### config.mk
export PLATFORM = sky130hd
export DESIGN_NAME = sfbp_mod_unit
export DESIGN_NICKNAME = d
export VERILOG_FILES = /design/src/hdl/sfbp_pkg.sv /design/src/hdl/sfbp_mod_unit.sv
export SDC_FILE = /design/constraint.sdc
export NUM_CORES = 1
export LEC_CHECK = 0
export ABC_AREA = 1
export BUFFER_PORTS_ARGS = -buffer_cell sky130_fd_sc_hd__buf_2
export CAP_MARGIN = 40
export CORE_ASPECT_RATIO = 1.25
export CORE_MARGIN = 2
export CORE_UTILIZATION = 55
export DETAILED_ROUTE_END_ITERATION = 12
export PLACE_DENSITY = 0.73
export RECOVER_POWER = 25
export SETUP_SLACK_MARGIN = 0.3
export SLEW_MARGIN = 20
export SYNTH_ARGS = -nofsm -noshare
export SYNTH_HDL_FRONTEND = slang
export SYNTH_SLANG_ARGS = --single-unit
### constraint.sdc
create_clock -name clk -period 5.4 [get_ports clk]
set_input_delay 0.54 -clock clk [delete_from_list [all_inputs] [get_ports clk]]
set_output_delay 0.54 -clock clk [all_outputs]
set_load 0.1 [all_outputs]
### src/hdl/sfbp_pkg.sv
// shared constants, codes and types of the striped free buffer pool
package sfbp_pkg;

  // pool geometry
  localparam int NUM_BUFFERS  = 1024;
  localparam int NUM_CHANNELS = 10;
  localparam int STACK_DEPTH  = 128;

  // fixed field widths
  localparam int CMD_W  = 2;
  localparam int CHAN_W = 16;
  localparam int IDX_W  = 10;
  localparam int CNT_W  = 11;
  localparam int SIZE_W = 16;
  localparam int OFF_W  = 26;
  localparam int FREE_W = 11;
  localparam int DATA_W = 16;

  // derived widths
  localparam int POOL_TOTAL = NUM_CHANNELS * STACK_DEPTH;
  localparam int CH_W       = (NUM_CHANNELS > 1) ? $clog2(NUM_CHANNELS) : 1;
  localparam int DEPTH_W    = $clog2(STACK_DEPTH + 1);
  localparam int ADDR_W     = (POOL_TOTAL > 1) ? $clog2(POOL_TOTAL) : 1;

  // rounded-up reciprocal of the channel count, exact for every channel-wide word
  localparam int MOD_SHIFT = CHAN_W + $clog2(NUM_CHANNELS);
  localparam int RECIP_W   = CHAN_W + 1;
  localparam int PROD_W    = CHAN_W + RECIP_W;
  localparam logic [RECIP_W-1:0] MOD_RECIP =
    RECIP_W'(((1 << MOD_SHIFT) + NUM_CHANNELS - 1) / NUM_CHANNELS);

  // register reset values
  localparam logic [CNT_W-1:0]  COUNT_RESET = 11'd1024;
  localparam logic [SIZE_W-1:0] SIZE_RESET  = 16'd1024;

  // register indexes
  localparam logic REG_BUFFER_COUNT = 1'b0;
  localparam logic REG_BUFFER_SIZE  = 1'b1;

  typedef enum logic [CMD_W-1:0] {
    CMD_INIT    = 2'd0,
    CMD_GET     = 2'd1,
    CMD_RELEASE = 2'd2
  } cmd_t;

  typedef enum logic [2:0] {
    ST_IDLE,
    ST_FILL,
    ST_REM,
    ST_SCAN,
    ST_READ
  } state_t;

  // request and response of the remainder unit
  typedef struct packed {
    logic              load;
    logic [CHAN_W-1:0] operand;
  } mod_req_t;

  typedef struct packed {
    logic            done;
    logic [CH_W-1:0] rem;
  } mod_rsp_t;

endpackage

### src/hdl/sfbp_mod_unit.sv
// remainder of an unsigned word by the channel count, by reciprocal multiplication
module sfbp_mod_unit import sfbp_pkg::*; (
  input  logic     clk,
  input  logic     rst_n,
  input  mod_req_t req,
  output mod_rsp_t rsp
);

  logic [CHAN_W-1:0] opnd_r, opnd_nxt;
  logic [PROD_W-1:0] prod_r, prod_nxt;
  logic [CH_W-1:0]   rem_r, rem_nxt;
  logic              load_r, mul_r, done_r;
  logic [CHAN_W-1:0] quot;
  logic [CHAN_W-1:0] diff;

  // second step takes the quotient multiple back off the operand
  always_comb begin
    quot = CHAN_W'(prod_r >> MOD_SHIFT);
    diff = opnd_r - CHAN_W'(quot * CHAN_W'(NUM_CHANNELS));
  end

  always_comb begin
    opnd_nxt = opnd_r;
    prod_nxt = prod_r;
    rem_nxt  = rem_r;
    if (req.load) begin
      opnd_nxt = req.operand;
    end
    // first step after the load scales by the reciprocal
    if (load_r) begin
      prod_nxt = PROD_W'(opnd_r) * PROD_W'(MOD_RECIP);
    end
    if (mul_r) begin
      rem_nxt = diff[CH_W-1:0];
    end
  end

  always_ff @(posedge clk) begin
    if (!rst_n) begin
      load_r <= 1'b0;
      mul_r  <= 1'b0;
      done_r <= 1'b0;
    end else begin
      load_r <= req.load;
      mul_r  <= load_r;
      done_r <= mul_r;
    end
  end

  always_ff @(posedge clk) begin
    opnd_r <= opnd_nxt;
    prod_r <= prod_nxt;
    rem_r  <= rem_nxt;
  end

  assign rsp.done = done_r;
  assign rsp.rem  = rem_r;

endmodule

==> out/results.md <==
| Metric | Value |
|---|---|
| Outcome | complete, no violations |
| Kind of launch point of the worst setup path | register |
| Initial antenna violation count | 0 |
| Unrepaired setup endpoints after global routing | no |
| Transition at the pin with the smallest max-transition slack | 488.8 ps |
| Per-cell via count in the routed design | 4.970 |
| # Max-Cap Violations | 0 |
| Worst setup startpoint | opnd_r[1]$_DFFE_PP_ |
| Layout Skew | 3.147 ps |
| Source of the worst hold timing path | req[13] |
| Initial cell density of the core | 55.78% |
| Total of endpoints with negative setup slack in the final report | 0 |
| Overall Global Routing Usage | 24.52% |
| Total Die Area | 8540 sq um |
| Leading cell types in the layout, fill and taps excluded | sky130_fd_sc_hd__inv_1 (152), sky130_fd_sc_hd__ha_1 (75), sky130_fd_sc_hd__nand2_1 (67), sky130_fd_sc_hd__fa_1 (64), sky130_fd_sc_hd__edfxtp_1 (23) |
| TritonCTS clock tree | built |
| Final estimated routing congestion in global placement | 1.012 |
| Final worst-path cycle share | 92.62% |
| H-tree depth | 1 |
| Number of placement rows | 36 |
| Synth cell types | 24 |
| Most common cell after layout, fill and taps aside | sky130_fd_sc_hd__inv_1 |
| Area growth from synthesis to layout | 13.51% |
| Clock slew at reported path FFs | 100 ps |
| Post-synthesis area per instance | 9.402 sq um |
| Sink count of the clock tree | 26 |
| Final design utilization | 63.32% |
| HPWL after detailed placement | 8395 um |
| Startpoint of the most critical register-to-register path | opnd_r[1]$_DFFE_PP_ |
| Worst Path Class, Setup | reg -> reg |
| Final hold violation count | 0 |
| Number of global-route vias before repair | 3,094 |
| Synthesis Warnings | 0 |
| Largest fanout on the critical path | 4 |
| Buffers on Ports | 23 |
| Tightest slew margin relative to the limit | 67.64% |
| Wire length of the first global-routing pass | 15,720 um |
| Share of cells above drive strength 1 | 12.55% |
| Number of instances in the synthesized netlist | 457 |
| Data required time at the worst endpoint | 5450 ps |
| Grt total ovfl | 0 |
| Overall via count from detail_route | 2,967 |
| Core area | 7702 sq um |
| Register area share after synthesis | 17.47% |
| Net count reported at finish | 671 |
| Antenna diodes | 0 |
| Total Wirelength | 9796 um |
| Antenna violation net count after detailed routing | 0 |
| Setup crit end kind | register |
| DRC errors left | 0 |
| Largest net degree at the start of global routing | 18 |
| Count of TritonRoute iterations in the first routing pass | 4 |
| Number of register bits inferred by synthesis | 26 |
| Num CTS Buffers | 3 |
| Max Buffers Root-to-Sink | 2 |
| Slew Viols, Final | 0 |
| I/O pin total | 24 |
| Arr. time, crit path | 5050 ps |
| FMAX | 199.9 MHz |
| Root Buffer | sky130_fd_sc_hd__clkbuf_8 |
| Post-layout minimum cycle time | 5002 ps |
| Height of the chip | 102.8 um |
| Average routed wire per standard cell | 16.41 um |
| Net count of the mapped netlist | 625 |
| Source-to-sink clock delay at the later pin of the worst-skew pair | 270 ps |
| Accumulated negative setup slack | 0 ps |
| Cell area after synthesis | 4297 sq um |
| Die boundary width | 83.06 um |
| Worst min path class | in -> reg |
| Iter 0 DRT Violations | 145 |
[critical path, stage by stage, from the launching register on]
cell	delay [ps]
sky130_fd_sc_hd__edfxtp_1	500
sky130_fd_sc_hd__buf_4	200
sky130_fd_sc_hd__ha_1	260
sky130_fd_sc_hd__xor2_1	180
sky130_fd_sc_hd__ha_1	310
sky130_fd_sc_hd__fa_1	520
sky130_fd_sc_hd__fa_1	520
sky130_fd_sc_hd__fa_1	550
sky130_fd_sc_hd__inv_1	60
sky130_fd_sc_hd__fa_1	520
sky130_fd_sc_hd__inv_1	40
sky130_fd_sc_hd__ha_1	330
sky130_fd_sc_hd__a21oi_1	210
sky130_fd_sc_hd__o21ai_0	140
sky130_fd_sc_hd__a21oi_1	200
sky130_fd_sc_hd__nand3_2	100
sky130_fd_sc_hd__nand3_1	80
sky130_fd_sc_hd__nand2_1	50
[cell usage after synthesis]
cell                       instances  area share, %
sky130_fd_sc_hd__edfxtp_1         23             16
sky130_fd_sc_hd__nand3_2           1           0.23
sky130_fd_sc_hd__nor3_2            1           0.23
sky130_fd_sc_hd__o21ai_1           1           0.12
sky130_fd_sc_hd__fa_1             64             30
sky130_fd_sc_hd__a21oi_1           9            1.0
sky130_fd_sc_hd__a211oi_1          1           0.17
sky130_fd_sc_hd__or2_0             1           0.15
sky130_fd_sc_hd__inv_1           152             13
sky130_fd_sc_hd__nor2_1           10           0.87
sky130_fd_sc_hd__xnor2_1           5            1.0
sky130_fd_sc_hd__nand2_1          68            5.9
sky130_fd_sc_hd__ha_1             85             25
sky130_fd_sc_hd__nand3b_1          1           0.17
sky130_fd_sc_hd__buf_4             1           0.17
sky130_fd_sc_hd__nor2_2            1           0.15
sky130_fd_sc_hd__o21ai_0           2           0.23
sky130_fd_sc_hd__dfxtp_1           3            1.4
sky130_fd_sc_hd__clkinv_1          1          0.087
sky130_fd_sc_hd__nand3_1          10            1.2
sky130_fd_sc_hd__inv_2             3           0.26
sky130_fd_sc_hd__a21o_1            3           0.52
sky130_fd_sc_hd__nand4_1           2           0.29
sky130_fd_sc_hd__xor2_1            9            1.8
[final timing paths]
check                           slack, ps                    to  cells after the start
worst max-delay path                  400  prod_r[22]$_DFFE_PP_                     17
worst min-delay path                  430  opnd_r[13]$_DFFE_PP_                      1
worst max register to register        400  prod_r[22]$_DFFE_PP_                     17
worst min register to register        520      mul_r$_SDFF_PN0_                      2
[cell type report]
cell class | count | area [sq um]
clock inverter | 1 | 30.03
inverter | 156 | 585.6
sequential | 26 | 750.7
multi-input combinational | 274 | 3095
tap | 95 | 118.9
clock buffer | 3 | 41.29
timing repair buffer | 42 | 255.2
fill | 625 | 2825
[logic make-up (layout without fill, tap and decap cells)]
group | after synthesis | count (layout) | share of synthesized area [%]
AO/OA/AOI/OAI | 16 | 16 | 2.097
XOR/XNOR | 14 | 14 | 2.854
flip-flops | 26 | 26 | 17.47
AND/OR/NAND/NOR | 95 | 95 | 9.202
adder cells (fa/ha/maj) | 149 | 149 | 54.57
buffers and inverters | 157 | 202 | 13.80
[registers in the layout (all words and copies together), names as in the netlist]
| register | cells |
|---|---|
| mul_r | 1 |
| prod_r | 3 |
| rem_r | 4 |
| opnd_r | 16 |
| done_r | 1 |
| load_r | 1 |
[per-stage QoR]
step	std cells	worst slack (ps)	cell area, sq um	hold WS, ps
final	597	398.3	4877	433.7
after global routing	597	237.8	4877	423.5
after CTS	585	315.8	4647	424.9
after detailed placement	577	241.9	4546	499.2
after global placement	577	293.3	4546	488.7
after floorplan	457	536.6	4297	455.3
[routing by layer]
metal  global-route usage, %  vias to the layer above  part of all wire, %
met4                   6.683                        0                  3.4
met1                   30.35                     1430                   41
met2                   46.90                       63                   54
met5                       0                        -                    0
li1                        -                     1454                    -
met3                   1.521                       20                  2.5
[what timing repair did]
action,CTS,global route
hold buffers,0,0
buffers inserted,4,12
pin swaps,0,11
gates resized for setup,0,17
setup endpoints to repair,1,3
hold endpoints to repair,0,0
Power is left out: the tool's default activity adds up to more than one toggle a clock period on the data nets, which glitch-free logic cannot reach.
